<file path="src/rtl/ktaf_pkg.sv">
// Package for the Kalman tilt filter: widths, payload structs, register indexes.
// No dependencies.
package ktaf_pkg;

  localparam int WORD_BITS = 32;
  localparam int FRACTION_BITS = 20;
  localparam int CFG_BITS = 25;
  localparam int CFG_IDX_BITS = 2;

  localparam logic [CFG_IDX_BITS-1:0] REG_Q_ANGLE = 2'd0;
  localparam logic [CFG_IDX_BITS-1:0] REG_Q_RATE  = 2'd1;
  localparam logic [CFG_IDX_BITS-1:0] REG_R_MEAS  = 2'd2;
  localparam logic [CFG_IDX_BITS-1:0] REG_DT      = 2'd3;

  localparam logic [20:0] RST_Q_ANGLE = 21'd1049;
  localparam logic [20:0] RST_Q_RATE  = 21'd3146;
  localparam logic [24:0] RST_R_MEAS  = 25'd524288;
  localparam logic [20:0] RST_DT      = 21'd5243;

  localparam logic signed [WORD_BITS-1:0] ONE_FX =
    WORD_BITS'(64'sd1 <<< FRACTION_BITS);
  localparam logic signed [WORD_BITS-1:0] MAX_FX = {1'b0, {(WORD_BITS-1){1'b1}}};
  localparam logic signed [WORD_BITS-1:0] MIN_FX = {1'b1, {(WORD_BITS-1){1'b0}}};

  typedef struct packed {
    logic signed [31:0] accel_angle;
    logic signed [31:0] gyro_rate;
  } in_item_t;

  typedef struct packed {
    logic signed [31:0] angle_estimate;
    logic signed [31:0] bias_estimate;
  } out_item_t;

  // Saturate a one-bit-grown signed sum to WORD_BITS.
  function automatic logic signed [WORD_BITS-1:0] sat1(
      input logic signed [WORD_BITS:0] v);
    logic signed [WORD_BITS-1:0] r;
    r = v[WORD_BITS-1:0];
    if (v[WORD_BITS] != v[WORD_BITS-1]) r = v[WORD_BITS] ? MIN_FX : MAX_FX;
    return r;
  endfunction

endpackage

</file>
<file path="src/rtl/ktaf_muldiv.sv">
// Shared fixed-point multiply (registered result) and restoring divide (one bit a cycle).
// Depends on ktaf_pkg.
module ktaf_muldiv (
  input  logic                                     clk_i,
  input  logic                                     rst_ni,
  input  logic                                     start_i,
  input  logic                                     div_i,
  input  logic signed [ktaf_pkg::WORD_BITS-1:0]    a_i,
  input  logic signed [ktaf_pkg::WORD_BITS-1:0]    b_i,
  output logic                                     done_o,
  output logic signed [ktaf_pkg::WORD_BITS-1:0]    res_o
);
  localparam int W = ktaf_pkg::WORD_BITS;
  localparam int F = ktaf_pkg::FRACTION_BITS;
  localparam int STEPS = W + F;
  localparam int CW = $clog2(STEPS + 1);

  logic          busy_q, busy_d;
  logic [CW-1:0] cnt_q, cnt_d;
  logic          neg_q, neg_d, over_q, over_d;
  logic [W-1:0]  md_q, md_d;
  logic [STEPS-1:0] sh_q, sh_d;   // numerator shifted left by F
  logic [W:0]    rem_q, rem_d;
  logic [W-1:0]  quo_q, quo_d;
  logic          done_q, done_d;
  logic signed [W-1:0] res_q, res_d;

  logic [W-1:0]   ma, mb;
  logic [2*W-1:0] prod;
  logic [W:0]     rsh;
  logic           ge;

  function automatic logic signed [W-1:0] sres(
      input logic [W-1:0] m, input logic neg, input logic over);
    logic signed [W-1:0] r;
    if (neg) begin
      if (over || m > {1'b1, {(W-1){1'b0}}}) r = ktaf_pkg::MIN_FX;
      else r = -$signed(m);
    end else begin
      if (over || m[W-1]) r = ktaf_pkg::MAX_FX;
      else r = $signed(m);
    end
    return r;
  endfunction

  always_comb begin
    ma = a_i[W-1] ? W'(-a_i) : W'(a_i);
    mb = b_i[W-1] ? W'(-b_i) : W'(b_i);
    prod = {{W{1'b0}}, ma} * {{W{1'b0}}, mb};
    rsh = {rem_q[W-1:0], sh_q[STEPS-1]};
    ge = rsh >= {1'b0, md_q};
  end

  always_comb begin
    busy_d = busy_q; cnt_d = cnt_q; neg_d = neg_q; over_d = over_q;
    md_d = md_q; sh_d = sh_q; rem_d = rem_q; quo_d = quo_q;
    done_d = 1'b0; res_d = res_q;
    if (start_i && !div_i) begin
      done_d = 1'b1;
      res_d = sres(prod[W+F-1:F], a_i[W-1] ^ b_i[W-1], |prod[2*W-1:W+F]);
    end else if (start_i) begin
      if (mb == '0) begin
        done_d = 1'b1;
        res_d = '0;
      end else begin
        busy_d = 1'b1;
        cnt_d = CW'(STEPS);
        neg_d = a_i[W-1] ^ b_i[W-1];
        over_d = 1'b0;
        md_d = mb;
        sh_d = {ma, {F{1'b0}}};
        rem_d = '0;
        quo_d = '0;
      end
    end else if (busy_q) begin
      sh_d = {sh_q[STEPS-2:0], 1'b0};
      quo_d = {quo_q[W-2:0], ge};
      rem_d = ge ? rsh - {1'b0, md_q} : rsh;
      // quotient bits above the word mean overflow
      if (ge && cnt_q > CW'(W)) over_d = 1'b1;
      cnt_d = cnt_q - 1'b1;
      if (cnt_q == CW'(1)) begin
        busy_d = 1'b0;
        done_d = 1'b1;
        res_d = sres({quo_q[W-2:0], ge}, neg_q, over_q);
      end
    end
  end

  always_ff @(posedge clk_i or negedge rst_ni) begin
    if (!rst_ni) begin
      busy_q <= 1'b0;
      cnt_q <= '0;
      done_q <= 1'b0;
    end else begin
      busy_q <= busy_d;
      cnt_q <= cnt_d;
      done_q <= done_d;
    end
  end

  always_ff @(posedge clk_i) begin
    neg_q <= neg_d; over_q <= over_d; md_q <= md_d; sh_q <= sh_d;
    rem_q <= rem_d; quo_q <= quo_d; res_q <= res_d;
  end

  assign done_o = done_q;
  assign res_o = res_q;

`ifndef SYNTHESIS
  a_no_start_busy: assert property (@(posedge clk_i) disable iff (!rst_ni)
    busy_q |-> !start_i) else $error("start while divider busy");
  a_done_after_cnt: assert property (@(posedge clk_i) disable iff (!rst_ni)
    (busy_q && cnt_q == CW'(1)) |=> done_q) else $error("divide did not finish");
  a_cnt_range: assert property (@(posedge clk_i) disable iff (!rst_ni)
    busy_q |-> (cnt_q != '0)) else $error("divider count ran out");
`endif
endmodule

</file>
<file path="src/rtl/kalman_tilt_angle_fusion.sv">
// Top level of the two-state Kalman tilt filter: sequencer, state, config.
// Depends on ktaf_pkg and ktaf_muldiv.
//
// Usage: one input transfer (accel_angle, gyro_rate) yields one output
// transfer (angle_estimate, bias_estimate). Configuration writes (cfg_we_i,
// cfg_idx_i, cfg_data_i) take effect at once; the user must make them only
// while idle, as the block itself does not enforce this. An item runs as a
// fixed list of 12 operations on one shared unit: 10 multiplies, each with a
// registered result, and two gain divides of 52 quotient bits at one bit a
// cycle. in_ready_o stays low until the result is loaded, so a new item is
// not taken before the last one is through. The result sits in an output
// register; the next input is accepted while it waits, and the sequencer
// only stalls at the final step if the previous result has not been taken
// yet. Reset puts angle and bias to zero, the covariance to identity and
// the registers to their default values; no clearing pass is needed.
module kalman_tilt_angle_fusion (
  input  logic                          clk_i,
  input  logic                          rst_ni,
  input  logic                          in_valid_i,
  output logic                          in_ready_o,
  input  ktaf_pkg::in_item_t            in_data_i,
  output logic                          out_valid_o,
  input  logic                          out_ready_i,
  output ktaf_pkg::out_item_t           out_data_o,
  input  logic                          cfg_we_i,
  input  logic [ktaf_pkg::CFG_IDX_BITS-1:0] cfg_idx_i,
  input  logic [ktaf_pkg::CFG_BITS-1:0] cfg_data_i
);
  localparam int W = ktaf_pkg::WORD_BITS;

  // step codes
  localparam logic [4:0] S_IDLE = 5'd0;
  localparam logic [4:0] S_PA   = 5'd1;  // m = mul(sat(gyr-bias), dt)
  localparam logic [4:0] S_PB   = 5'd2;  // angle += m ; m = mul(sat(-ab-ba), dt)
  localparam logic [4:0] S_PC   = 5'd3;  // aa = sat(aa+m+qa); m = mul(bb,dt)
  localparam logic [4:0] S_PD   = 5'd4;  // ab,ba -= m ; m = mul(qg,dt)
  localparam logic [4:0] S_PE   = 5'd5;  // bb += m ; err, e; div(aa,e)
  localparam logic [4:0] S_K0   = 5'd6;  // k0 = q ; div(ba,e)
  localparam logic [4:0] S_K1   = 5'd7;  // k1 = q ; mul(k0,aa)
  localparam logic [4:0] S_C1   = 5'd8;  // naa ; mul(k0,ab)
  localparam logic [4:0] S_C2   = 5'd9;  // nab ; mul(k1,aa)
  localparam logic [4:0] S_C3   = 5'd10; // nba ; mul(k1,ab)
  localparam logic [4:0] S_C4   = 5'd11; // nbb ; mul(k0,err)
  localparam logic [4:0] S_C5   = 5'd12; // angle ; mul(k1,err)
  localparam logic [4:0] S_C6   = 5'd13; // bias ; emit

  logic [20:0] qa_q, qg_q, dt_q;
  logic [24:0] rn_q;
  logic [4:0]  st_q, st_d;
  logic signed [W-1:0] ang_q, bias_q, aa_q, ab_q, ba_q, bb_q;
  logic signed [W-1:0] acc_q, err_q, e_q, k0_q, k1_q, t0_q, t1_q;
  logic signed [W-1:0] ang_d, bias_d, aa_d, ab_d, ba_d, bb_d;
  logic signed [W-1:0] err_d, e_d, k0_d, k1_d, t0_d, t1_d;
  logic        ov_q, ov_d;
  ktaf_pkg::out_item_t od_q, od_d;

  logic        u_start, u_div, u_done;
  logic signed [W-1:0] u_a, u_b, u_r;
  logic signed [W-1:0] dt_s, qa_s, qg_s, rn_s;

  assign dt_s = W'($signed({1'b0, dt_q}));
  assign qa_s = W'($signed({1'b0, qa_q}));
  assign qg_s = W'($signed({1'b0, qg_q}));
  assign rn_s = W'($signed({1'b0, rn_q}));

  ktaf_muldiv u_md (
    .clk_i, .rst_ni, .start_i(u_start), .div_i(u_div),
    .a_i(u_a), .b_i(u_b), .done_o(u_done), .res_o(u_r)
  );

  function automatic logic signed [W-1:0] add(
      input logic signed [W-1:0] x, input logic signed [W-1:0] y);
    return ktaf_pkg::sat1({x[W-1], x} + {y[W-1], y});
  endfunction
  function automatic logic signed [W-1:0] sub(
      input logic signed [W-1:0] x, input logic signed [W-1:0] y);
    return ktaf_pkg::sat1({x[W-1], x} - {y[W-1], y});
  endfunction
  // Saturate a two-bit-grown signed value to W bits.
  function automatic logic signed [W-1:0] sat2(input logic signed [W+1:0] v);
    logic signed [W-1:0] r;
    r = v[W-1:0];
    if (v[W+1:W-1] != {3{v[W-1]}}) r = v[W+1] ? ktaf_pkg::MIN_FX : ktaf_pkg::MAX_FX;
    return r;
  endfunction
  // sat(-x - y) without an intermediate wrap of -x
  function automatic logic signed [W-1:0] neg_sum(
      input logic signed [W-1:0] x, input logic signed [W-1:0] y);
    logic signed [W+1:0] s;
    s = -({{2{x[W-1]}}, x} + {{2{y[W-1]}}, y});
    return sat2(s);
  endfunction

  assign in_ready_o = (st_q == S_IDLE);

  always_comb begin
    st_d = st_q;
    ang_d = ang_q; bias_d = bias_q; aa_d = aa_q; ab_d = ab_q; ba_d = ba_q; bb_d = bb_q;
    err_d = err_q; e_d = e_q; k0_d = k0_q; k1_d = k1_q; t0_d = t0_q; t1_d = t1_q;
    ov_d = ov_q; od_d = od_q;
    u_start = 1'b0; u_div = 1'b0; u_a = '0; u_b = '0;
    if (ov_q && out_ready_i) ov_d = 1'b0;
    unique case (st_q)
      S_IDLE: begin
        if (in_valid_i) begin
          st_d = S_PA; u_start = 1'b1;
          u_a = sub(in_data_i.gyro_rate, bias_q); u_b = dt_s;
        end
      end
      S_PA: if (u_done) begin
        ang_d = add(ang_q, u_r);
        st_d = S_PB; u_start = 1'b1;
        u_a = neg_sum(ab_q, ba_q); u_b = dt_s;
      end
      S_PB: if (u_done) begin
        aa_d = sat2({{2{aa_q[W-1]}}, aa_q} + {{2{u_r[W-1]}}, u_r}
                    + {{2{qa_s[W-1]}}, qa_s});
        st_d = S_PC; u_start = 1'b1; u_a = bb_q; u_b = dt_s;
      end
      S_PC: if (u_done) begin
        ab_d = sub(ab_q, u_r); ba_d = sub(ba_q, u_r);
        st_d = S_PD; u_start = 1'b1; u_a = qg_s; u_b = dt_s;
      end
      S_PD: if (u_done) begin
        bb_d = add(bb_q, u_r);
        err_d = sub(acc_q, ang_q);
        e_d = add(rn_s, aa_q);
        st_d = S_PE; u_start = 1'b1; u_div = 1'b1;
        u_a = aa_q; u_b = add(rn_s, aa_q);
      end
      S_PE: if (u_done) begin
        k0_d = u_r;
        st_d = S_K0; u_start = 1'b1; u_div = 1'b1; u_a = ba_q; u_b = e_q;
      end
      S_K0: if (u_done) begin
        k1_d = u_r; t0_d = aa_q; t1_d = ab_q;
        st_d = S_K1; u_start = 1'b1; u_a = k0_q; u_b = aa_q;
      end
      S_K1: if (u_done) begin
        aa_d = sub(aa_q, u_r);
        st_d = S_C1; u_start = 1'b1; u_a = k0_q; u_b = t1_q;
      end
      S_C1: if (u_done) begin
        ab_d = sub(ab_q, u_r);
        st_d = S_C2; u_start = 1'b1; u_a = k1_q; u_b = t0_q;
      end
      S_C2: if (u_done) begin
        ba_d = sub(ba_q, u_r);
        st_d = S_C3; u_start = 1'b1; u_a = k1_q; u_b = t1_q;
      end
      S_C3: if (u_done) begin
        bb_d = sub(bb_q, u_r);
        st_d = S_C4; u_start = 1'b1; u_a = k0_q; u_b = err_q;
      end
      S_C4: if (u_done) begin
        ang_d = add(ang_q, u_r);
        st_d = S_C5; u_start = 1'b1; u_a = k1_q; u_b = err_q;
      end
      S_C5: if (u_done) begin
        bias_d = add(bias_q, u_r);
        st_d = S_C6;
      end
      S_C6: begin
        if (!ov_d) begin
          ov_d = 1'b1;
          od_d.angle_estimate = ang_q;
          od_d.bias_estimate = bias_q;
          st_d = S_IDLE;
        end
      end
      default: st_d = S_IDLE;
    endcase
  end

  always_ff @(posedge clk_i or negedge rst_ni) begin
    if (!rst_ni) begin
      st_q <= S_IDLE; ov_q <= 1'b0;
      ang_q <= '0; bias_q <= '0;
      aa_q <= ktaf_pkg::ONE_FX; ab_q <= '0; ba_q <= '0; bb_q <= ktaf_pkg::ONE_FX;
      qa_q <= ktaf_pkg::RST_Q_ANGLE; qg_q <= ktaf_pkg::RST_Q_RATE;
      rn_q <= ktaf_pkg::RST_R_MEAS; dt_q <= ktaf_pkg::RST_DT;
    end else begin
      st_q <= st_d; ov_q <= ov_d;
      ang_q <= ang_d; bias_q <= bias_d;
      aa_q <= aa_d; ab_q <= ab_d; ba_q <= ba_d; bb_q <= bb_d;
      if (cfg_we_i) begin
        unique case (cfg_idx_i)
          ktaf_pkg::REG_Q_ANGLE: qa_q <= cfg_data_i[20:0];
          ktaf_pkg::REG_Q_RATE:  qg_q <= cfg_data_i[20:0];
          ktaf_pkg::REG_R_MEAS:  rn_q <= cfg_data_i;
          ktaf_pkg::REG_DT:      dt_q <= cfg_data_i[20:0];
          default: ;
        endcase
      end
    end
  end

  always_ff @(posedge clk_i) begin
    if (st_q == S_IDLE && in_valid_i) acc_q <= in_data_i.accel_angle;
    err_q <= err_d; e_q <= e_d; k0_q <= k0_d; k1_q <= k1_d;
    t0_q <= t0_d; t1_q <= t1_d; od_q <= od_d;
  end

  assign out_valid_o = ov_q;
  assign out_data_o = od_q;

`ifndef SYNTHESIS
  a_ready_idle: assert property (@(posedge clk_i) disable iff (!rst_ni)
    (in_valid_i && in_ready_o) |=> !in_ready_o) else $error("accepted twice");
  a_hold_out: assert property (@(posedge clk_i) disable iff (!rst_ni)
    (out_valid_o && !out_ready_i) |=> (out_valid_o && $stable(out_data_o)))
    else $error("result dropped");
  a_one_op: assert property (@(posedge clk_i) disable iff (!rst_ni)
    u_start |-> (st_q == S_IDLE || u_done)) else $error("unit restarted early");
`endif
endmodule
</file>
<file path="config.mk">
export PLATFORM = sky130hd
export DESIGN_NAME = kalman_tilt_angle_fusion
export DESIGN_NICKNAME = d
export VERILOG_FILES = /design/src/rtl/ktaf_pkg.sv /design/src/rtl/ktaf_muldiv.sv /design/src/rtl/kalman_tilt_angle_fusion.sv
export SDC_FILE = /design/constraint.sdc
export NUM_CORES = 2
export LEC_CHECK = 0
export BUFFER_PORTS_ARGS = -buffer_cell sky130_fd_sc_hd__clkbuf_2
export CAP_MARGIN = 30
export CORE_UTILIZATION = 29
export CTS_BUF_LIST = sky130_fd_sc_hd__clkbuf_16
export DETAILED_ROUTE_END_ITERATION = 6
export GPL_ROUTABILITY_DRIVEN = 1
export PLACE_DENSITY_LB_ADDON = 0.1
export SYNTH_ARGS = -nofsm -noshare
export SYNTH_HDL_FRONTEND = slang
export SYNTH_HIERARCHICAL = 1
export SYNTH_SLANG_ARGS = --single-unit
</file>
<file path="constraint.sdc">
create_clock -name clk_i -period 15.1 [get_ports clk_i]
set_clock_uncertainty 0.1 [all_clocks]
set_input_delay 0.755 -clock clk_i [delete_from_list [all_inputs] [get_ports clk_i]]
set_output_delay 0.755 -clock clk_i [all_outputs]
set_load 0.02 [all_outputs]
</file>
==> metrics.csv <==
stage,metric,value,unit
outcome,run status,"finished, violations left",
outcome,violated checks,design-rule violations,
cts,clock network latency to the later pin of the worst-skew pair,880,ps
routing,detailed-route via count,79000,
global_route,antenna violations before repair,41,
routing,Routed WL,408,mm
logic_synthesis,area share of the leading cell type in the synthesized netlist,0.208,
sta,Final Max Slew Viols,0,
logic_synthesis,net count of the mapped netlist,11700,
setup_path,type of the setup path with the least slack,reg -> reg,
final_layout,fraction of layout instances using a drive strength above 1,0.149,
setup_path,timing startpoint of the critical path,ab_q[7]$_DFFE_PN0P_,
setup_path,largest fanout of any net on the critical path,8,
cts,clock sink count,742,
logic_synthesis,proportion of register bits with asynchronous set or reset after synthesis,0.395,
setup_path,launching element type of the critical path,flip-flop,
logic_synthesis,number of enable-type register cells in the synthesized netlist,449,
routing,DRC Markers,1,
logic_synthesis,Post-Syn Area,89200,µm²
sta,number of hold violations in the final report,0,
logic_synthesis,number of storage elements in the synthesis netlist,742,
logic_synthesis,cell type with the largest total area after synthesis,fa_1,
logic_synthesis,gate count of the mapped netlist,10000,
floorplan,Vert. Die Dim,557,µm
setup_path,Worst path slowest cell,fa_1,
cts,buffer type at the clock tree root,clkbuf_16,
sta,Max Freq,0.0685,GHz
logic_synthesis,portion of the post-synthesis area used by sequential elements,0.234,
final_layout,area taken by multi-input logic gates,63200,µm²
global_route,number of global-route vias before repair,78900,
routing,post-route antenna net violation count,0,
sta,final critical-path share of the clock period,0.966,
cts,clk slew on worst S/H paths,60,ps
place,number of buffer cells added on primary ports,161,
cts,H-tree lvl count,3,
logic_synthesis,mean instance size in the synthesized netlist,8.91,µm²
routing,detailed-route wire length per cell,27.3,µm
final_layout,sequential standard cell area,20800,µm²
sta,Worst slew margin,0.241,
logic_synthesis,warning count from the yosys run,6,
logic_synthesis,main flop type after synthesis,edfxtp_1,
setup_path,R2R Setup Slk,510,ps
logic_synthesis,Yosys cell types,122,
setup_path,data arrival at the endpoint of the critical path,15180,ps
global_route,gr ovfl total,0,
setup_path,crit end category,flip-flop,
cts,CTS max path bufs,4,
final_layout,core occupancy in the finished layout,0.345,
sta,"Min Clock Period, post-route",14590,ps
floorplan,number of top-level design ports,162,
hold_path,class of the tightest hold or removal check,in -> reg,
flow_run,max capacitance violation total,0,
final_layout,"Net count, final",12500,
floorplan,Std-Cell Core Area,306000,µm²
global_route,largest net degree at the start of global routing,115,
routing,number of DRC violations after detailed-routing iteration 0,7704,
routing,average via count per standard cell,5.29,
setup_path,largest incremental delay on the critical path,590,ps
cts,CTS tree,done,
final_layout,number of inserted filler cells in the final layout,31800,
sta,transition at the pin with the smallest max-transition slack,1130,ps
setup_path,Required @ worst endpoint,15690,ps
place,routability cong.,0.966,
floorplan,DIE AREA,310000,µm²
hold_path,Hold Crit Start,cfg_data_i[24],
setup_path,crit-path most repeated cell,fa_1,
cts,total CTS buffers,103,
place,Post-DP HPWL,334,mm
routing,TritonRoute pass-1 iters,7,
global_route,global-route total usage across every layer,0.261,
floorplan,die width,557,µm
sta,final setup vio count,0,
floorplan,Row Count,203,
global_route,first-pass GRT wire length,584,mm
floorplan,initial core utilization,0.292,
setup_path,worst reg2reg startpoint,ab_q[7]$_DFFE_PN0P_,
logic_synthesis,largest cells by area after synthesis,"fa_1 21%, edfxtp_1 15%, ha_1 9.6%",
sta,worst hold-check slack,53.1,ps
final_layout,Area Growth Syn to Fin,18.3,%
-- synthesized netlist by cell type (48+ instances only) --
cell type	count
o31ai_1	57
fa_1	929
nand4_1	68
clkbuf_1	402
xnor2_1	291
a21oi_1	561
o21a_1	80
o21ai_0	493
a221oi_1	50
a31oi_1	58
o211ai_1	80
nor2_1	1055
mux2_2	107
a21o_1	199
nor3_1	118
xor2_1	173
and2_1	48
ha_1	688
nand2_1	1168
o21bai_1	58
nand3_1	134
a222oi_1	80
nor2b_1	93
inv_1	1223
edfxtp_1	449
or3_1	61
mux2i_1	63
dfrtp_1	273
a211oi_1	71
and3_1	71
nand2b_1	98
-- metrics by stage --
step / std cells / TNS, ps / setup WS [ps] / instance area [µm²]
5_1_grt: 14900 / -169 / -58.1 / 106000
3_5_place_dp: 14700 / -16920 / -618 / 101000
6_report: 14900 / 0 / 510 / 106000
2_1_floorplan: 10000 / 0 / 217 / 89200
4_1_cts: 14900 / 0 / 22.2 / 105000
3_3_place_gp: 14700 / -14000 / -560 / 101000
-- final timing paths --
check                                            to  cells after the start
setup reg to reg           u_md/res_o[13]$_DFFE_PP_                     47
min in group asynchronous     ang_q[18]$_DFFE_PN0P_                      2
hold reg to reg                dt_q[14]$_DFFE_PN0P_                      1
hold / removal                 rn_q[24]$_DFFE_PN0P_                      2
setup / recovery           u_md/res_o[13]$_DFFE_PP_                     47
max in group asynchronous     u_md/done_o$_DFF_PN0_                      4
-- critical path, delay by kind of cell (launching register included) --
kind / cells / cell delay, ps
AND/OR/NAND/NOR: 17 / 5290
adder cells (fa/ha/maj): 10 / 5050
AO/OA/AOI/OAI: 9 / 1760
buffers and inverters: 8 / 1250
XOR/XNOR: 3 / 540
flip-flops: 1 / 440
-- sequential cells by signal, summed over array words and instances (netlist names), 25 cells and up --
signal / flops
u_md/quo_q: 31
bb_q: 32
acc_q: 32
e_q: 32
rn_q: 25
u_md/sh_q: 32
aa_q: 32
err_q: 32
ba_q: 32
u_md/md_q: 32
out_data_o: 64
bias_q: 32
u_md/rem_q: 32
ang_q: 32
t1_q: 32
t0_q: 32
k1_q: 32
ab_q: 32
u_md/res_o: 32
k0_q: 32
-- kinds of logic after synthesis --
logic type / share of synthesized area
simple gates: 0.156
buf+inv: 0.0718
xor+xnor: 0.0457
mux: 0.0207
flops: 0.234
compound gates: 0.163
fa+ha+maj: 0.309
-- per-layer routing --
layer	track usage	part of all wire	vias to the layer above
li1	-	-	35600
met1	0.385	0.48	40500
met2	0.385	0.42	2539
met3	0.0511	0.072	352
met4	0.0676	0.028	8
met5	0.00525	0.00063	-
-- layout make-up --
type | instances | share of cell area
antenna | 10 | 0.000237
clock buffer | 106 | 0.0251
clock inverter | 82 | 0.00694
inverter | 1240 | 0.0443
multi-input combinational | 7593 | 0.598
sequential | 742 | 0.197
tap | 4100 | 0.0486
timing repair buffer | 1063 | 0.0794
-- cell usage in the layout, fill, tap and decap left out, types with 55 or more instances in the layout --
| master | count |
|---|---|
| nor2b_1 | 91 |
| nand3_1 | 132 |
| dfrtp_1 | 268 |
| edfxtp_1 | 449 |
| clkbuf_16 | 106 |
| xor2_1 | 138 |
| nor3_1 | 110 |
| ha_1 | 680 |
| a211oi_1 | 62 |
| mux2_2 | 107 |
| or3_1 | 60 |
| inv_1 | 1234 |
| clkbuf_2 | 160 |
| nor2_1 | 1045 |
| nand2b_1 | 98 |
| o31ai_1 | 55 |
| buf_4 | 807 |
| and3_1 | 70 |
| a31oi_1 | 57 |
| fa_1 | 925 |
| o211ai_1 | 80 |
| o21bai_1 | 56 |
| xnor2_1 | 261 |
| a21o_1 | 199 |
| o21ai_0 | 481 |
| a21oi_1 | 555 |
| a222oi_1 | 80 |
| o21a_1 | 79 |
| mux2i_1 | 61 |
| nand2_1 | 1165 |
| nand4_1 | 68 |
-- what timing repair did --
action	4_1_cts	5_1_grt
setup buffers	1	12
endpoints found under the hold margin	106	0
setup endpoints to repair	32	32
cloned	0	1
hold buffers	33	0
pin swaps	1	24
gates resized for setup	9	109
Power is left out: the tool's default activity adds up to more than one toggle a clock period on the data nets, which glitch-free logic cannot reach.
